$ cat config.mk
export PLATFORM = sky130hd
export DESIGN_NAME = tbs_ctrl
export DESIGN_NICKNAME = d
export VERILOG_FILES = /design/src/hdl/tbs_pkg.sv /design/src/hdl/tbs_ctrl.sv
export SDC_FILE = /design/constraint.sdc
export NUM_CORES = 1
export LEC_CHECK = 0
export ABC_AREA = 1
export BUFFER_PORTS_ARGS = -buffer_cell sky130_fd_sc_hd__buf_2
export CAP_MARGIN = 15
export CORE_AREA = 3 3 40 42
export CTS_BUF_LIST = sky130_fd_sc_hd__clkbuf_4 sky130_fd_sc_hd__clkbuf_8 sky130_fd_sc_hd__clkbuf_16
export DETAILED_ROUTE_END_ITERATION = 10
export DIE_AREA = 0 0 43 45
export PLACE_DENSITY = 0.59
export SLEW_MARGIN = 20
export SYNTH_ARGS = -nofsm -noshare
export SYNTH_HDL_FRONTEND = slang
export SYNTH_SLANG_ARGS = --single-unit
$ cat constraint.sdc
create_clock -name clk -period 2.5 [get_ports clk]
set_clock_uncertainty 0.05 [all_clocks]
set_input_delay 0.375 -clock clk [delete_from_list [all_inputs] [get_ports clk]]
set_output_delay 0.375 -clock clk [all_outputs]
set_load 0.02 [all_outputs]
$ cat src/hdl/tbs_pkg.sv
`timescale 1ns / 1ps

package tbs_pkg;

    // Sizes of the statistics tables.
    localparam int LAYER_SLOTS    = 16;
    localparam int MAX_THRESHOLDS = 7;
    localparam int NUM_BUCKETS    = MAX_THRESHOLDS - 1;
    localparam int NUM_ENTRIES    = NUM_BUCKETS * LAYER_SLOTS;

    // Field and index widths.
    localparam int SLOT_W     = 4;
    localparam int BUCKET_W   = 3;
    localparam int ENTRY_W    = $clog2(NUM_ENTRIES);
    localparam int CNT_W      = 32;
    localparam int VAL_W      = 32;
    localparam int KEY_W      = 2 * VAL_W;
    localparam int TIU_W      = 3;
    localparam int REG_IDX_W  = 3;
    localparam int CFG_DATA_W = 32;

    // Configuration register indexes.
    localparam logic [REG_IDX_W-1:0] REG_THRESHOLDS_IN_USE = 3'd7;

    // Command codes of an input item.
    typedef enum logic {
        CMD_RECORD = 1'b0,
        CMD_READ   = 1'b1
    } cmd_t;

    // One input item.
    typedef struct packed {
        cmd_t                cmd;
        logic [SLOT_W-1:0]   layer_slot;
        logic                layer_is_one;
        logic [VAL_W-1:0]    vertex_count;
        logic [VAL_W-1:0]    edge_count;
        logic [BUCKET_W-1:0] bucket_sel;
    } req_t;

    // One result item.
    typedef struct packed {
        logic [BUCKET_W-1:0] bucket;
        logic                out_of_range;
        logic [CNT_W-1:0]    record_number;
        logic [CNT_W-1:0]    entry_count;
        logic [VAL_W-1:0]    min_edges;
        logic [VAL_W-1:0]    min_vertices;
        logic [VAL_W-1:0]    max_edges;
        logic [VAL_W-1:0]    max_vertices;
        logic [CNT_W-1:0]    bucket_total;
        logic [CNT_W-1:0]    bucket_layer_one_total;
    } rsp_t;

    // One row of the per-(bucket, slot) table; keys are {edges, vertices}.
    typedef struct packed {
        logic [CNT_W-1:0] count;
        logic [KEY_W-1:0] min_key;
        logic [KEY_W-1:0] max_key;
    } entry_t;

    // Commands from the controller to the datapath.
    typedef struct packed {
        logic load;
        logic classify;
        logic lookup;
        logic compare;
        logic finish;
    } dp_cmd_t;

    // Status from the datapath to the controller.
    typedef struct packed {
        logic skip_lookup;
    } dp_status_t;

    // Counter increment that sticks at all ones.
    function automatic logic [CNT_W-1:0] sat_inc(input logic [CNT_W-1:0] x);
        sat_inc = (x == {CNT_W{1'b1}}) ? x : x + 1'b1;
    endfunction

endpackage

$ cat src/hdl/tbs_ctrl.sv
`timescale 1ns / 1ps

module tbs_ctrl
    import tbs_pkg::*;
(
    input  logic       clk,
    input  logic       rst_n,
    input  logic       req_valid,
    output logic       req_ready,
    output logic       rsp_valid,
    input  logic       rsp_ready,
    input  dp_status_t status,
    output dp_cmd_t    dp_cmd
);

    typedef enum logic [5:0] {
        S_IDLE     = 6'b000001,
        S_CLASSIFY = 6'b000010,
        S_LOOKUP   = 6'b000100,
        S_COMPARE  = 6'b001000,
        S_FINISH   = 6'b010000,
        S_OUTPUT   = 6'b100000
    } state_t;

    state_t state_reg;
    state_t state_next;

    // Sequence of one item through the datapath.
    always_comb
    begin
        state_next = state_reg;
        unique case (state_reg)
            S_IDLE:
            begin
                if (req_valid)
                begin
                    state_next = S_CLASSIFY;
                end
            end
            S_CLASSIFY:
            begin
                state_next = status.skip_lookup ? S_FINISH : S_LOOKUP;
            end
            S_LOOKUP:
            begin
                state_next = S_COMPARE;
            end
            S_COMPARE:
            begin
                state_next = S_FINISH;
            end
            S_FINISH:
            begin
                state_next = S_OUTPUT;
            end
            S_OUTPUT:
            begin
                if (rsp_ready)
                begin
                    state_next = S_IDLE;
                end
            end
            default:
            begin
                state_next = S_IDLE;
            end
        endcase
    end

    always_ff @(posedge clk or negedge rst_n)
    begin
        if (!rst_n)
        begin
            state_reg <= S_IDLE;
        end
        else
        begin
            state_reg <= state_next;
        end
    end

    // Handshake and datapath commands follow the state.
    assign req_ready       = (state_reg == S_IDLE);
    assign rsp_valid       = (state_reg == S_OUTPUT);
    assign dp_cmd.load     = (state_reg == S_IDLE) && req_valid;
    assign dp_cmd.classify = (state_reg == S_CLASSIFY);
    assign dp_cmd.lookup   = (state_reg == S_LOOKUP);
    assign dp_cmd.compare  = (state_reg == S_COMPARE);
    assign dp_cmd.finish   = (state_reg == S_FINISH);

endmodule

---- Word-level counts from Yosys, hierarchy flattened ----
Cells that the tools add are included.
storage, ports and cells
  register bits ........................... 6
  word-level logic and storage cells ...... 15
  output and inout bits ................... 7
cells by class
  reduce and logical (&&, ||, !) cells .... 2
  eq/ne operators ......................... 8
  multiplexer cells ....................... 4
operators by type and width
  kind                                                 count
  case mux 6 bit (6 select lines)                      1
  two-way mux 6 bit                                    2
  equality test 6 x 1 -> 1 bit, second input constant  1
  equality test 6 x 2 -> 1 bit, second input constant  1
  equality test 6 x 3 -> 1 bit, second input constant  1
  equality test 6 x 4 -> 1 bit, second input constant  1
  equality test 6 x 5 -> 1 bit, second input constant  1
  equality test 6 bit, second input constant           1
  two-way mux 5 bit                                    1
  != test 2 x 1 -> 1 bit, second input constant        1
  != test 2 bit, second input constant                 1
  AND reduction 2 bit                                  1
  logical AND 1 bit                                    1

---- Depth between registers and ports, before layout ----
Gate-level depths: netlist (run 1).
  depth in word-level cells ............... 3
  depth in mapped cells ................... 8
  gate-level depth less buffers ........... 8

---- Worst setup path after synthesis (run 1) ----
OpenSTA, ideal clock, no wires.
  kind .................................... reg-to-output
  start ................................... reg state_reg[1]
  end ..................................... out rsp_valid
  buffers on the path ..................... 0
  required time ........................... 2.075 ns
  stages on the path, launching flop included .. 4
  data arrival time ....................... 1.189 ns
  setup slack ............................. 0.886 ns
  path through ............................ dfrtp_1 -> inv_1 -> nand2_1 -> nor4_1
between the ends
  longest elaborated chain between the ends .. 1
ends and longest elaborated chain
  what                      RTL line        text
  start: declaration        tbs_ctrl.sv:25  state_t state_reg;
  start signal: assignment  tbs_ctrl.sv:78  state_reg <= state_next;
  equality test 6 bit       tbs_ctrl.sv:84  assign rsp_valid = (state_reg == S_OUTPUT);
  end: declaration          tbs_ctrl.sv:10  output logic rsp_valid,
Every way passes these cells.

==> metrics.md, run 1 <==
| Metric | Value |
|---|---|
| GRT Overall Usage | 0.0746 |
| Reg-to-reg endpoint | state_reg[0] |
| Pwr/cell area | 1020 nW/um^2 |
| Largest net degree at the start of global routing | 7 |
| Initial antenna violation count | 0 |
| Number of antenna diodes | 0 |
| Final period util | 0.704 |
| TritonRoute pass-1 iters | 4 |
| Fin cells | 84 |
| Final core utilization | 0.377 |
| CP max stage delay | 0.53 ns |
| DP HPWL | 578 um |
| Total routed wirelength | 694 um |
| Status | finished, final reports clean |
| Initial Util | 0.288 |
| Yosys reg bits | 6 |
| CTS clock-pin slew for the worst setup and hold paths | 0.05 ns |
| Beginning of the worst hold path | status |
| Wire per inst | 8.26 um |
| Critical Path End Type | output port |
| Rows | 13 |
| Fmax | 568 MHz |
| Most frequent cells in the layout | inv_1, nor2_1, buf_2, nand2_1, dfrtp_1 |
| # clock sinks | 6 |
| Mapped cell area | 370 sq um |
| Worst Path Buf+Inv | 2 |
| Commonest non-fill, non-tap cell in the layout | inv_1 |
| Port bufs | 11 |
| Reg2reg start | state_reg[0] |
| First-pass GRT wire length | 1.06 mm |
| Routed Antenna Nets | 0 |
| Number of I/O pins | 12 |
| Slew headroom | 0.864 |
| Dpl cells | 79 |
| CTS root buf | clkbuf_4 |
| FF-to-FF setup slack | 1.30 ns |
| Largest register FFs | 6 |
| Slew Viols, Final | 0 |
| Vias in the first global route | 277 |
| CTS tree | built |
| CP Data Arrival Time | 1.34 ns |
| Slew @ Worst Pin | 0.203 ns |
| Nets | 75 |
| Final min period | 1.76 ns |
| Maximum vdd drop | 0.452 mV |
| Critical path depth in cells | 5 |
| Endpoints failing hold | 0 |
| Hold EP | state_reg[2] |
| Cell mode on critical path | nor2_1 |
| Mapped Cells | 53 |
| CP delay by family, top | flip-flops |
| Worst hold slack | 0.244 ns |
| Clock buffer depth | 2 |
| Number of max-cap violations | 0 |
| DR iter-0 viols | 7 |
| Gpl congestion | 0.759 |
| CORE AREA | 1280 sq um |
| Syn_nets | 58 |
| CP startpoint kind | flip-flop |
| RSZ-0062 raised after global routing | no |
| # DRC | 0 |
| CP cell instances | inv_1, nor2_1, nand3_2, nor2_1, buf_2 |
| Seq/Total Area, Yosys | 0.409 |
| Post-route setup TNS | 0 ns |
| Vias/cell | 4.11 |
| Total global routing overflow | 0 |
| CTS Buf Count | 3 |
| Pleak | 0.000336 uW |
| CP Max Fanout | 4 |
| Via count | 345 |
| Mapped Avg Cell Area | 6.99 sq um |
| Width of the die | 43 um |
| Critical path required time | 2.08 ns |
| R2R cell count | 7 |
| Crit Path Category | reg -> out |
| CTS-repair resized insts | 0 |
| Finish-stage setup viols | 0 |
| Min-Delay Path Class | in -> reg |
| Hold Path Stages | 2 |
| Share of layout cells above drive strength 1 | 0.348 |
| Distinct cell type count of the synthesized netlist | 13 |
| CTS H-Tree Depth | 1 |
| Die area | 1940 sq um |
| Skew-Pair Late Insertion Delay | 0.25 ns |
| DIE HEIGHT | 45 um |
| Syn-to-layout area delta | 30.7% |
| Yosys Warn Count | 0 |
| CP max-delay cell | dfstp_2 |
## report_power, final
group          internal [uW]  switching [uW]  leakage, uW
logic                   79.3             156     0.000239
registers                128            21.9    0.0000791
clock network           71.4            36.2    0.0000184
total                    278             214     0.000336
## timing repair
item,4_1_cts,5_1_grt
setup endpoints to repair,0,0
endpoints found under the hold margin,5,0
buffers inserted,0,0
hold buffers,1,0
## final cells by class
class / count / area, sq um
Multi-Input combinational cell: 32 / 163
Tap cell: 15 / 18.8
Timing Repair Buffer: 12 / 65.1
Fill cell: 141 / 801
Clock buffer: 4 / 30.0
Sequential cell: 6 / 151
Inverter: 15 / 56.3
## routing by layer
metal	share of wire	global-route usage
met2	0.39	0.111
met3	0.082	0.0159
met4	0.029	0.0542
met5	0	0
met1	0.50	0.0958
## through the flow
stage / area, sq um / worst slack (ns) / total power [uW]
after detailed placement: 444 / 0.990 / 386
after global routing: 484 / 0.649 / 533
after floorplan: 370 / 0.886 / 329
final: 484 / 0.739 / 492
after CTS: 484 / 0.723 / 498
after global placement: 444 / 1.02 / 383
## worst reg2reg max path, delay by kind of cell, from the launching register on
family	cells	cell delay (ns)
buffers and inverters	1	0.05
DFF	1	0.53
and+or+nand+nor	6	0.48
## cell families (layout without fill, tap and decap cells)
family / after synthesis / in the layout / synth area share
buffers and inverters: 15 / 31 / 0.152
flip-flops: 6 / 6 / 0.409
AND/OR/NAND/NOR: 32 / 32 / 0.439
## how the worst max path moves through the flow
stage                  from        end  slack (ns)
2_1_floorplan  state_reg[1]  rsp_valid        0.89
3_3_place_gp   state_reg[0]  dp_cmd[4]        1.02
3_5_place_dp   state_reg[0]  dp_cmd[4]        0.99
4_1_cts        state_reg[0]  dp_cmd[4]        0.72
5_1_grt        state_reg[0]  dp_cmd[4]        0.65
6_report       state_reg[0]  dp_cmd[4]        0.74
## Yosys cell counts
cell	number	area (sq um)
dfrtp_1	5	125
dfstp_2	1	26.3
inv_1	14	52.6
inv_2	1	3.75
nand2_1	9	33.8
nand2_2	1	6.26
nand3_1	3	15.0
nand3_2	3	30.0
nand4_1	1	6.26
nor2_1	11	41.3
nor2_2	2	12.5
nor2_4	1	11.3
nor4_1	1	6.26
Note: power is estimated with default switching activity, not from simulation.
==> run 2, diff against run 1 <==
--- a/config.mk
+++ b/config.mk
@@ -5,14 +5,14 @@
 export SDC_FILE = /design/constraint.sdc
 export NUM_CORES = 1
 export LEC_CHECK = 0
-export ABC_AREA = 1
+export ABC_AREA = 0
 export BUFFER_PORTS_ARGS = -buffer_cell sky130_fd_sc_hd__buf_2
 export CAP_MARGIN = 15
 export CORE_AREA = 3 3 40 42
 export CTS_BUF_LIST = sky130_fd_sc_hd__clkbuf_4 sky130_fd_sc_hd__clkbuf_8 sky130_fd_sc_hd__clkbuf_16
 export DETAILED_ROUTE_END_ITERATION = 10
 export DIE_AREA = 0 0 43 45
-export PLACE_DENSITY = 0.59
+export PLACE_DENSITY = 0.61
 export SLEW_MARGIN = 20
 export SYNTH_ARGS = -nofsm -noshare
 export SYNTH_HDL_FRONTEND = slang
==> constraint.sdc (replaced) <==
create_clock -name clk -period 1.6 [get_ports clk]
set_clock_uncertainty 0.05 [all_clocks]
set_input_delay 0.24 -clock clk [delete_from_list [all_inputs] [get_ports clk]]
set_output_delay 0.24 -clock clk [all_outputs]
set_load 0.02 [all_outputs]
==> run 2 against run 1 <==
  * The run now ends with negative setup slack left
  * Core utilization up 18 points
  * Synthesized cell count down 30%
  * Total power up 140%
  * Sequential cell count unchanged
  * Count of clock-buffer cells in the layout unchanged
  * Global-route usage up 4.5 points
  * Critical path depth down 1
  * Sequential power up 51%
  * Sequential share of layout area down 10 points
  * First-iteration DRC count down 43%
  * Die area unchanged
  * Cell count down 4.8%
==> metrics.md, run 2 <==
| Metric | Value |
|---|---|
| Mapped Cells | 37 |
| # fillers | 115 |
| Final worst slack | -0.328 ns |
| Endpoints failing hold | 0 |
| Final core utilization | 0.555 |
| Cell Area, Placed | 505 sq um |
| Wire per inst | 12.5 um |
| Largest net degree at the start of global routing | 8 |
| Total routed wirelength | 997 um |
| # DRC | 0 |
| Largest register FFs | 6 |
| Synth top cells by count | dfrtp_1, nor4_1, nand2b_1 |
| Pleak | 0.000300 uW |
| Top post-synthesis cells by area | dfrtp_1, dfstp_2, nor4_1 |
| Maximum vdd drop | 0.702 mV |
| Crit Path Category | reg -> out |
| Most frequent cells in the layout | buf_4, buf_6, dfrtp_1, clkbuf_4, buf_2 |
| EDFF count, synth | 0 |
| Min-Delay Path Class | in -> reg |
| CTS tree | built |
| Slew Viols, Final | 0 |
| Commonest non-fill, non-tap cell in the layout | buf_4 |
| Top-count cell post-synth | dfrtp_1 |
| Skew-Pair Late Insertion Delay | 0.26 ns |
| Slew @ Worst Pin | 0.391 ns |
| Async SR Flop Fraction | 1.00 |
| CP cell instances | or4b_4, nor2_4, and2_4, buf_6 |
| Share of layout cells above drive strength 1 | 0.723 |
| # clock sinks | 6 |
| RSZ-0062 raised after global routing | yes |
| Storage cell area | 151 sq um |
| CORE AREA | 1280 sq um |
| CP Max Fanout | 4 |
| CP max stage delay | 0.54 ns |
| CP startpoint kind | flip-flop |
| Critical Path End Type | output port |
| Nets | 71 |
| Top_reg_cell synth | dfrtp_1 |
| Mapped cell area | 368 sq um |
| CP Data Arrival Time | 1.64 ns |
| Yosys top cell by area | dfrtp_1 |
| GR Layer Usage met2 | 0.156 |
| Number of max-cap violations | 0 |
| Die area | 1940 sq um |
| Critical path required time | 1.31 ns |
| Pwr/cell area | 1660 nW/um^2 |
| Distinct cell type count of the synthesized netlist | 27 |
| Yosys Warn Count | 0 |
| Total global routing overflow | 0 |
| Grt peak-use layer | met2 |
| CTS root buf | clkbuf_4 |
| First-pass GRT wire length | 1.55 mm |
| Seq/Total Area, Yosys | 0.412 |
| CP max-delay cell | dfstp_2 |
| Port bufs | 11 |
| Place WS | -0.124 ns |
| CTS Buf Count | 3 |
| CTS H-Tree Depth | 1 |
| TritonRoute pass-1 iters | 4 |
| DR iter-0 viols | 4 |
| Width of the die | 43 um |
| DIE HEIGHT | 45 um |
| Clock buffer depth | 2 |
| Routed Antenna Nets | 0 |
| Final min period | 1.93 ns |
| Worst hold slack | 0.108 ns |
| Final period util | 1.20 |
| Number of antenna diodes | 0 |
| Met1 GRT Util | 0.140 |
| Vias in the first global route | 352 |
| Met3 Use GR | 0.0359 |
| Fmax | 519 MHz |
| Status | finished, violations left |
| Multi-input logic area | 280 sq um |
| Number of I/O pins | 12 |
| Rows | 13 |
| Via count | 393 |
| Yosys reg bits | 6 |
| Syn_nets | 42 |
| Top-area cell type share of the netlist area | 0.340 |
| Final instance area | 713 sq um |
| Mapped Avg Cell Area | 9.94 sq um |
| Slew headroom | 0.736 |
| CTS clock-pin slew for the worst setup and hold paths | 0.05 ns |
| Gpl congestion | 0.712 |
| Initial Util | 0.286 |
| DP HPWL | 623 um |
| Finish-stage setup viols | 8 |
| Vias/cell | 4.91 |
| Initial antenna violation count | 0 |
| GRT Overall Usage | 0.119 |
| Failing checks | negative setup slack |
| Syn-to-layout area delta | 93.9% |
[run 2: power breakdown]
part / switching, uW / total, uW / internal [uW]
clock: 63.0 / 175 / 112
combinational: 339 / 784 / 444
sequential: 31.1 / 227 / 196
[run 2: kinds of logic after synthesis]
logic type	synth area share
xor+xnor	0.0238
compound gates	0.112
simple gates	0.388
flops	0.412
buf+inv	0.0646
[run 2: path summary, 6_finish.rpt]
path,startpoint,end,slack (ns),cells past startpoint
setup / recovery,state_reg[0],dp_cmd[4],-0.33,4
hold / removal,status,state_reg[2],0.11,2
setup reg to reg,state_reg[0],state_reg[0],-0.10,5
hold reg to reg,state_reg[1],state_reg[3],0.58,2
max in group asynchronous,rst_n,state_reg[0],0.99,2
min in group asynchronous,rst_n,state_reg[1],0.28,2
[run 2: what timing repair did]
item,in CTS,in global routing
setup buffers,5,4
endpoints found under the setup margin,7,8
gates resized for setup,17,8
hold buffers,1,0
pin swaps,5,1
endpoints found under the hold margin,6,0
[run 2: final cells by class]
class | count | share of cell area
Clock buffer | 4 | 0.0421
Sequential cell | 6 | 0.212
Inverter | 1 | 0.00526
Multi-Input combinational cell | 27 | 0.393
Timing Repair Buffer | 27 | 0.321
Tap cell | 15 | 0.0263
[run 2: per-stage QoR]
step,TNS [ns],instances,power [uW]
floorplan,-0.548,37,604
global placement,-0.234,66,703
detailed placement,-0.251,66,707
CTS,-1.24,76,1030
global route,-1.75,80,1260
finish,-1.39,80,1190
[run 2: critical path: cells and delay by family, from the launching register on]
family	cells	cell delay (ns)
flip-flops	1	0.54
buffers and inverters	1	0.10
AND/OR/NAND/NOR	3	0.74
[run 2: per-layer routing]
layer  share of wire  vias to the layer above
met5               0                        -
met4           0.017                        0
met3           0.044                        2
met2            0.54                        9
met1            0.40                      189
li1                -                      193
==> run 3, diff against run 2 <==
--- a/config.mk
+++ b/config.mk
@@ -12,7 +12,8 @@
 export CTS_BUF_LIST = sky130_fd_sc_hd__clkbuf_4 sky130_fd_sc_hd__clkbuf_8 sky130_fd_sc_hd__clkbuf_16
 export DETAILED_ROUTE_END_ITERATION = 10
 export DIE_AREA = 0 0 43 45
-export PLACE_DENSITY = 0.61
+export PLACE_DENSITY = 0.59
+export RECOVER_POWER = 50
 export SLEW_MARGIN = 20
 export SYNTH_ARGS = -nofsm -noshare
 export SYNTH_HDL_FRONTEND = slang
==> constraint.sdc (replaced) <==
create_clock -name clk -period 1.82 [get_ports clk]
set_clock_uncertainty 0.05 [all_clocks]
set_input_delay 0.273 -clock clk [delete_from_list [all_inputs] [get_ports clk]]
set_output_delay 0.273 -clock clk [all_outputs]
set_load 0.02 [all_outputs]
==> run 3 against run 2 <==
  * The flow still finishes with violations (negative setup slack)
  * Die area did not move
  * Total power fell by 22%
  * Via count fell by 5.3%
  * Non-clock buffer count fell by 5
  * Core utilization fell by 8.7 points
  * Cell count fell by 6.3%
  * Count of clock-buffer cells in the layout did not move
  * Clock power fell by 13%
  * Routed wire length rose by 2.3%
  * First-iteration DRC count rose by 50%
  * Critical path depth did not move
  * Critical endpoint unchanged
==> metrics.md, run 3 (synthesis gave the netlist of run 2 again) <==
| Metric | Value |
|---|---|
| Largest register FFs | 6 |
| Worst hold slack | 0.151 ns |
| Rows | 13 |
| Fin cells | 75 |
| CTS clock-pin slew for the worst setup and hold paths | 0.05 ns |
| Critical Path End Type | output port |
| Clock buffer depth | 2 |
| Sequential power share | 0.214 |
| Combinational power share | 0.622 |
| Critical path required time | 1.50 ns |
| NetSw | 344 uW |
| Slew @ Worst Pin | 0.405 ns |
| Via count | 372 |
| CORE AREA | 1280 sq um |
| Number of I/O pins | 12 |
| # fillers | 126 |
| # DRC | 0 |
| Endpoints failing hold | 0 |
| Status | finished, violations left |
| Slew headroom | 0.727 |
| Final period util | 1.07 |
| Final min period | 1.94 ns |
| CP startpoint kind | flip-flop |
| FF-to-FF setup slack | 0.25 ns |
| Share of layout cells above drive strength 1 | 0.617 |
| CTS tree | built |
| DP HPWL | 614 um |
| GRT Overall Usage | 0.118 |
| Cell Int Power | 582 uW |
| DIE HEIGHT | 45 um |
| Min-Delay Path Class | in -> reg |
| Skew-Pair Late Insertion Delay | 0.25 ns |
| CP Data Arrival Time | 1.62 ns |
| Pwr/cell area | 1540 nW/um^2 |
| Top sig layer | met4 |
| Port bufs | 11 |
| Number of max-cap violations | 0 |
| Multi-input logic area | 235 sq um |
| Routed Antenna Nets | 0 |
| Met2 WL | 564 um |
| Crit Path Category | reg -> out |
| CP Max Fanout | 2 |
| Vias in the first global route | 354 |
| Pleak | 0.000263 uW |
| Final worst slack | -0.120 ns |
| CTS root buf | clkbuf_4 |
| Nets | 66 |
| Most frequent cells in the layout | buf_4, buf_2, dfrtp_1, clkbuf_4 |
| DR iter-0 viols | 6 |
| Total routed wirelength | 1.02 mm |
| Failing checks | negative setup slack |
| Wire per inst | 13.6 um |
| Initial antenna violation count | 0 |
| # clock sinks | 6 |
| Met3 wire length | 44 um |
| Clk network pwr share | 0.164 |
| Vias/cell | 4.96 |
| Met1 WL | 405 um |
| Slew Viols, Final | 0 |
| Total global routing overflow | 0 |
| Gpl congestion | 0.711 |
| TritonRoute pass-1 iters | 5 |
| Fmax | 515 MHz |
| Dpl cells | 64 |
| Number of antenna diodes | 0 |
| Switch share | 0.372 |
| Storage cell area | 151 sq um |
| RSZ-0062 raised after global routing | yes |
| Maximum vdd drop | 0.564 mV |
| Largest net degree at the start of global routing | 9 |
| CTS Buf Count | 3 |
| Syn-to-layout area delta | 63.6% |
| Width of the die | 43 um |
| Die area | 1940 sq um |
| First-pass GRT wire length | 1.64 mm |
| Finish-stage setup viols | 3 |
| Initial Util | 0.286 |
| Commonest non-fill, non-tap cell in the layout | buf_4 |
| CTS H-Tree Depth | 1 |
run 3: worst paths after layout:
| kind | startpoint | endpoint | depth (start not counted) |
|---|---|---|---|
| max | state_reg[0] | dp_cmd[4] | 4 |
| min | status | state_reg[2] | 2 |
| max reg2reg | state_reg[0] | state_reg[0] | 4 |
| min reg2reg | state_reg[5] | state_reg[3] | 2 |
| max in group asynchronous | rst_n | state_reg[0] | 2 |
| min in group asynchronous | rst_n | state_reg[2] | 2 |
run 3: final cells by class:
type                    count  area share
flip-flops and latches      6       0.252
multi-input cells          27       0.391
well taps                  15      0.0312
repair buffers             22       0.270
inverters                   1     0.00624
clock buffers               4      0.0499
run 3: power groups by stage:
stage | combinational (uW) | sequential [uW] | clock [uW]
floorplan | 287 | 188 | 0
global route | 617 | 202 | 168
finish | 576 | 198 | 152
detailed placement | 352 | 208 | 0
CTS | 531 | 193 | 158
global placement | 348 | 207 | 0
run 3: per-stage QoR:
stage          area [sq um]  utilization  total power [uW]  worst slack [ns]  TNS [ns]
5_1_grt                 602        0.468               987            -0.163    -0.487
3_3_place_gp            462        0.359               555            0.0883         0
3_5_place_dp            462        0.359               560            0.0727         0
4_1_cts                 571        0.444               882            -0.119    -0.274
2_1_floorplan           378            -               475           -0.0698    -0.195
6_report                602        0.468               926            -0.120    -0.298
run 3: what timing repair did:
item	4_1_cts	5_1_grt
endpoints found under the hold margin	5	0
endpoints found under the setup margin	7	6
pin swaps	4	2
hold buffers	1	0
buffers inserted	6	0
resized for setup	8	8
run 3: layer usage:
| layer | vias to the layer above | track usage |
|---|---|---|
| met1 | 173 | 0.150 |
| met2 | 15 | 0.186 |
| met4 | 0 | 0.0723 |
| li1 | 182 | - |
| met5 | - | 0 |
| met3 | 2 | 0.0239 |
run 3: critical path, cell delays in order, from the launching register on:
cell	delay [ns]
dfstp_2	0.52
or4b_4	0.49
nor2_4	0.11
and2_4	0.14
buf_6	0.11
